File: src/rgba_image_diff_mask_unit_assert.svh
// Assertion macros for the RGBA image difference mask unit.
`ifndef RGBA_IMAGE_DIFF_MASK_UNIT_ASSERT_SVH
`define RGBA_IMAGE_DIFF_MASK_UNIT_ASSERT_SVH

// Same-cycle implication, checked at every rising edge outside reset.
`define RIDM_ASSERT_NOW(label, clk, rst, ante, cons) \
   label: assert property (@(posedge clk) disable iff (rst) (ante) |-> (cons)) \
      else $error("ridm assertion failed");

// Next-cycle implication, checked at every rising edge outside reset.
`define RIDM_ASSERT_NEXT(label, clk, rst, ante, cons) \
   label: assert property (@(posedge clk) disable iff (rst) (ante) |=> (cons)) \
      else $error("ridm assertion failed");

`endif

File: src/ridm_pkg.sv
// Types and constants for the RGBA image difference mask unit.
`default_nettype none

package ridm_pkg;

   localparam int BAD_TOTAL_W = 25;
   localparam int ABS_TOTAL_W = 34;

   localparam logic [63:0] MAX_PIXELS    = 64'd16777216;
   localparam logic [63:0] BAD_WIDTH_MAX = 64'h1FF_FFFF;
   localparam logic [63:0] ABS_WIDTH_MAX = 64'h3_FFFF_FFFF;

   // Saturation limits, clipped to what each total field can hold
   localparam logic [63:0] BAD_LIMIT =
      (MAX_PIXELS > BAD_WIDTH_MAX) ? BAD_WIDTH_MAX : MAX_PIXELS;
   localparam logic [63:0] ABS_LIMIT =
      ((MAX_PIXELS * 64'd765) > ABS_WIDTH_MAX) ? ABS_WIDTH_MAX : (MAX_PIXELS * 64'd765);
   localparam logic [BAD_TOTAL_W-1:0] BAD_CAP = BAD_LIMIT[BAD_TOTAL_W-1:0];
   localparam logic [ABS_TOTAL_W-1:0] ABS_CAP = ABS_LIMIT[ABS_TOTAL_W-1:0];

   localparam logic [7:0] THRESHOLD_RESET = 8'd8;
   localparam logic [7:0] MISMATCH_RED    = 8'd255;

   // Divide by six: (x * 683) >> 12 is exact for x below 2048
   localparam logic [9:0] GREY_RECIP = 10'd683;
   localparam int         GREY_SHIFT = 12;

   typedef struct packed {
      logic [7:0] a_red;
      logic [7:0] a_green;
      logic [7:0] a_blue;
      logic [7:0] a_alpha;
      logic [7:0] b_red;
      logic [7:0] b_green;
      logic [7:0] b_blue;
      logic [7:0] b_alpha;
      logic       frame_last;
   } req_payload_type;

   typedef struct packed {
      logic [7:0]             out_red;
      logic [7:0]             out_green;
      logic [7:0]             out_blue;
      logic                   pixel_bad;
      logic                   end_of_frame;
      logic [BAD_TOTAL_W-1:0] bad_total;
      logic [ABS_TOTAL_W-1:0] abs_total;
   } rsp_payload_type;

endpackage

`default_nettype wire

File: src/rgba_image_diff_mask_unit.sv
// Top level of the RGBA image difference mask unit.
//
//   channel | ports                      | direction | moves
//   --------+----------------------------+-----------+---------------------------
//   req     | req_valid/req_ready/req_data | in      | one pixel pair per transfer
//   rsp     | rsp_valid/rsp_ready/rsp_data | out     | one mask pixel and totals
//   csr     | csr_wr_en/csr_wr_data      | in        | threshold write, no wait
//
// One pixel per clock sustained while rsp_ready is high; a req transfer goes
// through the input register and then the result register before rsp_valid
// rises. Totals advance as an item enters the result register.
// A stalled rsp holds the result register; the input register takes one more
// item, then req_ready drops until the result is transferred.
// Synchronous reset clears valids, totals and the threshold (to 8).
`default_nettype none

`include "rgba_image_diff_mask_unit_assert.svh"

module rgba_image_diff_mask_unit
   import ridm_pkg::*;
(
   input  wire logic            clock,
   input  wire logic            reset,
   input  wire logic            req_valid,
   output logic                 req_ready,
   input  wire req_payload_type req_data,
   output logic                 rsp_valid,
   input  wire logic            rsp_ready,
   output rsp_payload_type      rsp_data,
   input  wire logic            csr_wr_en,
   input  wire logic [7:0]      csr_wr_data
);

   // Configuration
   logic [7:0] threshold_ff;

   // Input register
   logic            s1_valid_ff;
   req_payload_type s1_data_ff;

   // Result register
   logic            rsp_valid_ff;
   rsp_payload_type rsp_data_ff;
   rsp_payload_type rsp_data_in;

   // Running totals for the current frame
   logic [BAD_TOTAL_W-1:0] bad_count_ff;
   logic [BAD_TOTAL_W-1:0] bad_count_in;
   logic [ABS_TOTAL_W-1:0] abs_sum_ff;
   logic [ABS_TOTAL_W-1:0] abs_sum_in;

   logic       advance;
   logic [7:0] diff_red;
   logic [7:0] diff_green;
   logic [7:0] diff_blue;
   logic [7:0] diff_alpha;
   logic       bad;
   logic [9:0] b_sum;
   logic [19:0] grey_prod;
   logic [7:0] grey;
   logic [9:0] diff_sum;
   logic [ABS_TOTAL_W-1:0] abs_raw;

   function automatic logic [7:0] abs_diff(input logic [7:0] x, input logic [7:0] y);
      abs_diff = (x > y) ? (x - y) : (y - x);
   endfunction

   // Move the held item on whenever the result register is free or being taken
   assign advance   = s1_valid_ff && (!rsp_valid_ff || rsp_ready);
   assign req_ready = !s1_valid_ff || advance;
   assign rsp_valid = rsp_valid_ff;
   assign rsp_data  = rsp_data_ff;

   always_comb begin
      diff_red   = abs_diff(s1_data_ff.a_red,   s1_data_ff.b_red);
      diff_green = abs_diff(s1_data_ff.a_green, s1_data_ff.b_green);
      diff_blue  = abs_diff(s1_data_ff.a_blue,  s1_data_ff.b_blue);
      diff_alpha = abs_diff(s1_data_ff.a_alpha, s1_data_ff.b_alpha);

      // Alpha can flag a mismatch but never enters the difference sum
      bad = (diff_red > threshold_ff) || (diff_green > threshold_ff) ||
            (diff_blue > threshold_ff) || (diff_alpha > threshold_ff);

      // Grey from image B: sum of three channels over six, by reciprocal
      b_sum = {2'b00, s1_data_ff.b_red} + {2'b00, s1_data_ff.b_green} +
              {2'b00, s1_data_ff.b_blue};
      grey_prod = {10'd0, b_sum} * {10'd0, GREY_RECIP};
      grey      = grey_prod[GREY_SHIFT +: 8];

      // Saturating mismatch count
      if (bad && (bad_count_ff < BAD_CAP)) begin
         bad_count_in = bad_count_ff + BAD_TOTAL_W'(1);
      end else begin
         bad_count_in = bad_count_ff;
      end

      // Saturating difference sum; the raw sum stays below 2^34 by construction
      diff_sum   = {2'b00, diff_red} + {2'b00, diff_green} + {2'b00, diff_blue};
      abs_raw    = abs_sum_ff + ABS_TOTAL_W'(diff_sum);
      abs_sum_in = (abs_raw > ABS_CAP) ? ABS_CAP : abs_raw;

      if (bad) begin
         rsp_data_in.out_red   = MISMATCH_RED;
         rsp_data_in.out_green = diff_green;
         rsp_data_in.out_blue  = diff_blue;
      end else begin
         rsp_data_in.out_red   = grey;
         rsp_data_in.out_green = grey;
         rsp_data_in.out_blue  = grey;
      end
      rsp_data_in.pixel_bad    = bad;
      rsp_data_in.end_of_frame = s1_data_ff.frame_last;
      rsp_data_in.bad_total    = bad_count_in;
      rsp_data_in.abs_total    = abs_sum_in;
   end

   always_ff @(posedge clock) begin
      if (reset) begin
         threshold_ff <= THRESHOLD_RESET;
      end else if (csr_wr_en) begin
         threshold_ff <= csr_wr_data;
      end
   end

   // Input register: take a new pixel pair on each req transfer
   always_ff @(posedge clock) begin
      if (reset) begin
         s1_valid_ff <= 1'b0;
      end else if (req_ready) begin
         s1_valid_ff <= req_valid;
      end
   end

   always_ff @(posedge clock) begin
      if (req_valid && req_ready) begin
         s1_data_ff <= req_data;
      end
   end

   // Result register: load on advance, drop once the result is transferred
   always_ff @(posedge clock) begin
      if (reset) begin
         rsp_valid_ff <= 1'b0;
      end else if (advance) begin
         rsp_valid_ff <= 1'b1;
      end else if (rsp_ready) begin
         rsp_valid_ff <= 1'b0;
      end
   end

   always_ff @(posedge clock) begin
      if (advance) begin
         rsp_data_ff <= rsp_data_in;
      end
   end

   // Totals: advance with each item, clear after the end-of-frame item
   always_ff @(posedge clock) begin
      if (reset) begin
         bad_count_ff <= '0;
         abs_sum_ff   <= '0;
      end else if (advance) begin
         if (s1_data_ff.frame_last) begin
            bad_count_ff <= '0;
            abs_sum_ff   <= '0;
         end else begin
            bad_count_ff <= bad_count_in;
            abs_sum_ff   <= abs_sum_in;
         end
      end
   end

   // A frame's totals restart from zero after its last pixel
   `RIDM_ASSERT_NEXT(a_totals_clear, clock, reset,
      advance && s1_data_ff.frame_last, (bad_count_ff == '0) && (abs_sum_ff == '0))

   // Totals never pass their caps
   `RIDM_ASSERT_NOW(a_totals_capped, clock, reset,
      1'b1, (bad_count_ff <= BAD_CAP) && (abs_sum_ff <= ABS_CAP))

   // A mismatch shows full red, a match shows an even grey
   `RIDM_ASSERT_NOW(a_mask_colour, clock, reset,
      rsp_valid_ff,
      (rsp_data_ff.pixel_bad && (rsp_data_ff.out_red == MISMATCH_RED)) ||
      (!rsp_data_ff.pixel_bad && (rsp_data_ff.out_red == rsp_data_ff.out_green) &&
       (rsp_data_ff.out_green == rsp_data_ff.out_blue)))

   // A mismatch result always carries a non-zero mismatch count
   `RIDM_ASSERT_NOW(a_bad_counted, clock, reset,
      rsp_valid_ff && rsp_data_ff.pixel_bad, rsp_data_ff.bad_total != '0)

endmodule

`default_nettype wire

File: config.mk
export PLATFORM = sky130hd
export DESIGN_NAME = rgba_image_diff_mask_unit
export DESIGN_NICKNAME = d
export VERILOG_FILES = /design/src/ridm_pkg.sv /design/src/rgba_image_diff_mask_unit.sv
export VERILOG_INCLUDE_DIRS = /design/src /design/src/src
export SDC_FILE = /design/constraint.sdc
export NUM_CORES = 1
export LEC_CHECK = 0
export BUFFER_PORTS_ARGS = -buffer_cell sky130_fd_sc_hd__buf_2
export CAP_MARGIN = 20
export CELL_PAD_IN_SITES_DETAIL_PLACEMENT = 0
export CELL_PAD_IN_SITES_GLOBAL_PLACEMENT = 1
export CORE_ASPECT_RATIO = 1.25
export CORE_MARGIN = 2
export CORE_UTILIZATION = 45
export CTS_BUF_LIST = sky130_fd_sc_hd__clkbuf_8
export CTS_CLUSTER_DIAMETER = 40
export DETAILED_ROUTE_END_ITERATION = 7
export GPL_ROUTABILITY_DRIVEN = 0
export PLACE_DENSITY_LB_ADDON = 0.1
export REMOVE_ABC_BUFFERS = 1
export SKIP_CTS_REPAIR_TIMING = 1
export SKIP_LAST_GASP = 1
export SYNTH_ARGS = -nofsm -noshare
export SYNTH_HDL_FRONTEND = slang
export SYNTH_SLANG_ARGS = --single-unit
File: constraint.sdc
create_clock -name clock -period 15.65 [get_ports clock]
set_clock_uncertainty 0.1 [all_clocks]
set_input_delay 2.3475 -clock clock [delete_from_list [all_inputs] [get_ports clock]]
set_output_delay 2.3475 -clock clock [all_outputs]
set_load 0.05 [all_outputs]
==> results of run 1 <==
kinds of logic (layout without fill, tap and decap cells):
kind of cell | Yosys count | after routing | share of synthesized area
fa+ha+maj | 226 | 226 | 0.221
mux | 40 | 40 | 0.0282
flops | 219 | 219 | 0.402
buf+inv | 209 | 416 | 0.0559
compound gates | 285 | 285 | 0.127
simple gates | 315 | 315 | 0.108
xor+xnor | 97 | 97 | 0.0580
tightest hold or removal path, delay by kind of cell (launching register included):
kind               cells  cell delay (ns)
DFF                    1             0.34
AOI/OAI and AO/OA      1             0.06
and+or+nand+nor        1             0.05
per-stage QoR:
step / cell area, um^2 / utilization
finish: 16700 / 0.523
global route: 16700 / 0.523
floorplan: 14500 / -
CTS: 16700 / 0.523
global placement: 15900 / 0.496
detailed placement: 15900 / 0.496
sequential cells by signal, indices dropped and copies added, names as in the netlist:
signal and flops:
abs_sum_ff 34, threshold_ff 8, rsp_valid 1, s1_valid_ff 1
rsp_data 85, s1_data_ff 64, bad_count_ff 25, rsp_data_in 1
cells in the mapped netlist (all sizes together), types with 9 or more instances:
cell type	instances
a21o	21
a21oi	69
a22o	16
a31oi	17
and2	12
and3	11
buf	13
clkbuf	25
dfxtp	69
edfxtp	150
fa	54
ha	172
inv	171
mux2	10
mux2i	30
nand2	77
nand2b	10
nand3	23
nand4	29
nor2	81
nor2b	16
nor3	19
o21a	9
o21ai	71
o21bai	12
o31ai	10
or3	11
xnor2	60
xor2	37
how the worst max path moves through the flow:
stage                                        start                             to  slack [ns]  cells past startpoint
after global placement    s1_data_ff[11]$_DFFE_PP_         rsp_data[68]$_DFFE_PP_        7.39                     25
after CTS                 s1_data_ff[11]$_DFFE_PP_         rsp_data[68]$_DFFE_PP_        7.26                     25
after floorplan           s1_data_ff[41]$_DFFE_PP_  bad_count_ff[13]$_SDFFE_PP0P_        8.19                     24
after global routing      s1_data_ff[41]$_DFFE_PP_    abs_sum_ff[22]$_SDFFE_PP0P_        6.59                     25
after detailed placement  s1_data_ff[11]$_DFFE_PP_         rsp_data[68]$_DFFE_PP_        7.33                     25
final                     s1_data_ff[11]$_DFFE_PP_         rsp_data[68]$_DFFE_PP_        7.29                     25
power by group through the flow:
stage	clock [mW]	sequential, mW	combinational (mW)
6_report	0.573	0.728	2.14
4_1_cts	0.588	0.729	2.18
5_1_grt	0.617	0.734	2.47
3_3_place_gp	0	0.740	2.14
3_5_place_dp	0	0.741	2.15
2_1_floorplan	0	0.831	1.53
layout make-up:
type / count / area, um^2 / share of cell area
inverter: 171 / 643 / 0.0385
tap: 412 / 515 / 0.0309
clock inverter: 33 / 270 / 0.0162
timing repair buffer: 170 / 866 / 0.0518
multi-input combinational: 963 / 7950 / 0.476
sequential: 219 / 5890 / 0.352
clock buffer: 42 / 578 / 0.0346
layer usage:
| metal | wire length [um] | vias to the layer above | track usage |
|---|---|---|---|
| li1 | - | 5280 | - |
| met1 | 14900 | 4975 | 0.262 |
| met2 | 17100 | 275 | 0.362 |
| met3 | 1590 | 74 | 0.0335 |
| met4 | 1550 | 0 | 0.0994 |
| met5 | 0 | - | 0 |
==> results.py, run 1 <==
metrics = {
    "worst_setup_path": {
        "start_kind": "flop",
        "path_max_fanout": 4,
        "slowest_stage": "fa_1",
        "slowest_delay_ns": 0.65,
        "worstPathArrival_ns": 8.54,
        "critPathKind": "flop to flop",
        "worst_ep_required_time_ns": 15.83,
        "r2r-end": "rsp_data[68]$_DFFE_PP_",
        "r2r_cells": 25,
        "r2r_start": "s1_data_ff[11]$_DFFE_PP_",
        "r2r_slack_ns": 7.29,
        "end_kind": "flop",
        "crit_buf_inv": 0,
        "cp_top_family": "adder cells",
    },
    "sta": {
        "tns_ns": 0,
        "rsz0062_at_grt": "no",
        "worst_slack_ns": 7.29,
        "post-route-period-util": 0.534,
        "setup_viol": 0,
        "layout_min_cycle_time_ns": 8.36,
        "max_slew_margin": 0.325,
        "slew_viol_final": 0,
        "worst_pin_slew_ns": 1.01,
        "fmax_ghz": 0.120,
        "hold_ws_ns": 0.387,
        "final-hold-violation-count": 0,
    },
    "floorplanning": {
        "floorplan.initialDensity": 0.458,
        "design.die.area_um2": 34000,
        "die_x_um": 165,
        "placementRows": 73,
        "io_pins": 165,
        "chipHeight_um": 206,
        "core_area_um2": 32000,
    },
    "clocking": {
        "ctsRootBufferMaster": "clkbuf_8",
        "cts_buffers": 41,
        "clockBufferDepth": 3,
        "clkTransAtPathRegs_ns": 0.06,
        "clock_sinks": 219,
        "htree_num_levels": 2,
        "cts_tree": "done",
        "insertion_delay_ns": 0.57,
    },
    "synth": {
        "yosys.area.top_type": "edfxtp_1",
        "avgSynthCellArea_um2": 10.5,
        "async_flop_share": 0,
        "syn-cell-area_um2": 14600,
        "ys_ff_latch": 219,
        "syn_inst": 1391,
        "synth_top_area_frac": 0.308,
        "yosysSeqAreaShare": 0.402,
        "synth-edff-count": 150,
        "ys_warn_count": 0,
        "synth_ff_type": "edfxtp_1",
        "synth_cell_type_count": 72,
        "synth.area.top_cells": "edfxtp_1 (31%), ha_1 (15%), dfxtp_1 (9.4%)",
    },
    "power_and_ir_drop": {
        "leakage_nw": 7.30,
        "p_sw_mw": 1.53,
        "p_total_mw": 3.44,
        "seqPwrFrac": 0.212,
        "swShare": 0.446,
        "irDropWorstVdd_mv": 0.342,
        "clockPowerShare": 0.167,
        "intPower_mw": 1.91,
        "power_density_nw_per_um2": 206,
        "p_comb_frac": 0.621,
    },
    "layout": {
        "final_cells": 2010,
        "drive_gt1_frac": 0.164,
        "final_cell_mix": "inv_1 (179), ha_1 (172), buf_2 (164), edfxtp_1 (150), nor2_1 (79)",
        "diodes": 0,
        "fillers": 2972,
        "syn_to_final_growth_pct": 14.1,
        "layout_commonest_cell": "inv_1",
        "finalNetCount": 1870,
    },
    "place": {
        "dp_hpwl_mm": 27.5,
        "io_buffers": 164,
        "dpl.cell_count": 1935,
        "pre_cts_ws_ns": 7.33,
    },
    "routing": {
        "drc_errors": 0,
        "finalWirelength_mm": 35.1,
        "first_pass_iters": 5,
        "viasPerCell": 5.28,
        "antenna_left": 0,
        "routed-via-count": 10604,
        "wl_per_cell_um": 17.5,
        "dr.first_iter.drc_count": 513,
    },
    "worst_hold_path": {
        "hold_end": "abs_sum_ff[8]$_SDFFE_PP0P_",
        "holdCritStartpoint": "abs_sum_ff[8]$_SDFFE_PP0P_",
        "hold_path_class": "flop to flop",
        "min_path_cells": 2,
    },
    "global_routing": {
        "grt_pass1_vias": 10610,
        "grt_max_degree": 66,
        "grt_pass1_wl_mm": 55.5,
        "grt.overflow.total": 0,
        "grt_usage": 0.212,
        "antenna_found_initial": 0,
    },
    "outcome": {
        "outcome": "complete, no violations",
    },
    "run": {
        "maxCapViolCount": 0,
    },
}
Power figures use the tool's default switching activity.
==> run 2, diff against run 1 <==
- clock period: 15.65 -> 8.5 ns (I/O delays scaled with it)
==> run 2 against run 1 <==
  * Largest cell class unchanged
  * Critical path depth is 2 higher
  * Global-route usage hardly changed
  * Non-clock buffer count is 15 higher
  * Worst setup slack worse by 6.6 ns
  * Clock power is 83% higher
  * Critical endpoint is now rsp_data[76]$_DFFE_PP_
  * Via count stayed put
  * Final cell count is 1.0% higher
  * Combinational power is 84% higher
  * Utilization is 0.38 points higher
  * First-iteration DRC count is 0.39% lower
  * Total power is 84% higher
==> results.py, run 2 (same netlist as run 1, synthesis figures left out) <==
metrics = {
    "clocking": {
        "clkTransAtPathRegs_ns": 0.06,
        "cts_buffers": 43,
        "insertion_delay_ns": 0.58,
        "clockBufferDepth": 3,
        "htree_num_levels": 2,
        "ctsRootBufferMaster": "clkbuf_8",
        "clock_sinks": 219,
        "cts_tree": "done",
    },
    "power_and_ir_drop": {
        "p_sw_mw": 2.84,
        "seqPwrFrac": 0.212,
        "swShare": 0.449,
        "p_total_mw": 6.33,
        "power_density_nw_per_um2": 376,
        "clockPowerShare": 0.166,
        "intPower_mw": 3.49,
        "leakage_nw": 7.37,
        "irDropWorstVdd_mv": 0.378,
        "p_comb_frac": 0.622,
    },
    "worst_setup_path": {
        "worst_ep_required_time_ns": 8.69,
        "end_kind": "flop",
        "cp_top_family": "adder cells",
        "slowest_stage": "fa_1",
        "critPathKind": "flop to flop",
        "timing.critical_path.mode_cell": "fa_1",
        "r2r_slack_ns": 0.67,
        "crit_buf_inv": 2,
        "worstPathArrival_ns": 8.02,
        "slowest_delay_ns": 0.53,
        "start_kind": "flop",
        "path_max_fanout": 4,
    },
    "layout": {
        "final_cell_mix": "inv_1 (175), ha_1 (172), buf_2 (164), edfxtp_1 (150), nor2_1 (79)",
        "diodes": 0,
        "multi_input_area_um2": 7950,
        "final_design_area_no_fill_um2": 16800,
        "finalNetCount": 1887,
        "fillers": 2956,
        "register_area_um2": 5890,
        "drive_gt1_frac": 0.176,
        "syn_to_final_growth_pct": 15.0,
        "layout_commonest_cell": "inv_1",
        "largest_reg_flops": 85,
        "post-route-util": 0.526,
    },
    "sta": {
        "post-route-period-util": 0.922,
        "rsz0062_at_grt": "no",
        "hold_ws_ns": 0.383,
        "tns_ns": 0,
        "fmax_ghz": 0.128,
        "worst_pin_slew_ns": 0.946,
        "max_slew_margin": 0.368,
        "layout_min_cycle_time_ns": 7.83,
        "setup_viol": 0,
        "slew_viol_final": 0,
        "final-hold-violation-count": 0,
    },
    "place": {
        "io_buffers": 164,
        "dp_hpwl_mm": 27.8,
        "postPlaceCellArea_um2": 16000,
    },
    "floorplanning": {
        "core_area_um2": 32000,
        "io_pins": 165,
        "die_x_um": 165,
        "placementRows": 73,
        "chipHeight_um": 206,
        "design.die.area_um2": 34000,
        "floorplan.initialDensity": 0.458,
    },
    "global_routing": {
        "grt_max_degree": 66,
        "grt_usage": 0.212,
        "grt_pass1_vias": 10583,
        "grt_pass1_wl_mm": 55.5,
        "grt.overflow.total": 0,
        "antenna_found_initial": 0,
    },
    "routing": {
        "finalWirelength_mm": 35.1,
        "first_pass_iters": 5,
        "wl_per_cell_um": 17.3,
        "viasPerCell": 5.22,
        "drc_errors": 0,
        "dr.first_iter.drc_count": 511,
        "antenna_left": 0,
        "routed-via-count": 10604,
    },
    "run": {
        "maxCapViolCount": 0,
    },
    "worst_hold_path": {
        "hold_path_class": "flop to flop",
    },
    "outcome": {
        "outcome": "complete, no violations",
    },
}
==> run 2: cell count changes in the layout (fill, tap and decap cells not counted), moves of 3 or more <==
cell	delta
clkinv_2	+3
inv_1	-4
buf_4	+15
inv_6	+4
==> run 2: layout make-up <==
cell class | instances | share of cell area
Clock buffer | 43 | 0.0352
Clock inverter | 37 | 0.0158
Inverter | 171 | 0.0382
Multi-Input combinational cell | 963 | 0.472
Sequential cell | 219 | 0.350
Tap cell | 412 | 0.0306
Timing Repair Buffer | 185 | 0.0581
==> run 2: metrics by stage <==
stage | std cells | setup slack, ns
2_1_floorplan | 1353 | 1.04
3_3_place_gp | 1950 | 0.774
3_5_place_dp | 1950 | 0.639
4_1_cts | 2030 | 0.620
5_1_grt | 2030 | 0.105
6_report | 2030 | 0.665
==> run 2: tightest hold or removal path: stages, from the launching register on <==
cell     delay, ns
dfxtp_1       0.34
nand2_1       0.05
o21ai_0       0.06
==> run 2: final timing paths <==
check	startpoint	to	depth (start not counted)
max reg2reg	s1_data_ff[10]$_DFFE_PP_	rsp_data[76]$_DFFE_PP_	27
min reg2reg	abs_sum_ff[8]$_SDFFE_PP0P_	abs_sum_ff[8]$_SDFFE_PP0P_	2
min	abs_sum_ff[8]$_SDFFE_PP0P_	abs_sum_ff[8]$_SDFFE_PP0P_	2
max	s1_data_ff[10]$_DFFE_PP_	rsp_data[76]$_DFFE_PP_	27
==> run 2: power by group through the flow <==
stage / Combinational [mW] / Clock, mW / Sequential (mW)
3_5_place_dp: 3.97 / 0 / 1.36
6_report: 3.93 / 1.05 / 1.34
5_1_grt: 4.51 / 1.13 / 1.35
3_3_place_gp: 3.90 / 0 / 1.36
2_1_floorplan: 2.81 / 0 / 1.53
4_1_cts: 3.99 / 1.09 / 1.34
==> run 2: per-layer routing <==
| metal | wire length (um) | track usage | vias to the layer above |
|---|---|---|---|
| met3 | 1620 | 0.0325 | 82 |
| met1 | 14800 | 0.261 | 4935 |
| met2 | 17400 | 0.369 | 266 |
| met4 | 1320 | 0.0862 | 0 |
| li1 | - | - | 5321 |
| met5 | 0 | 0 | - |
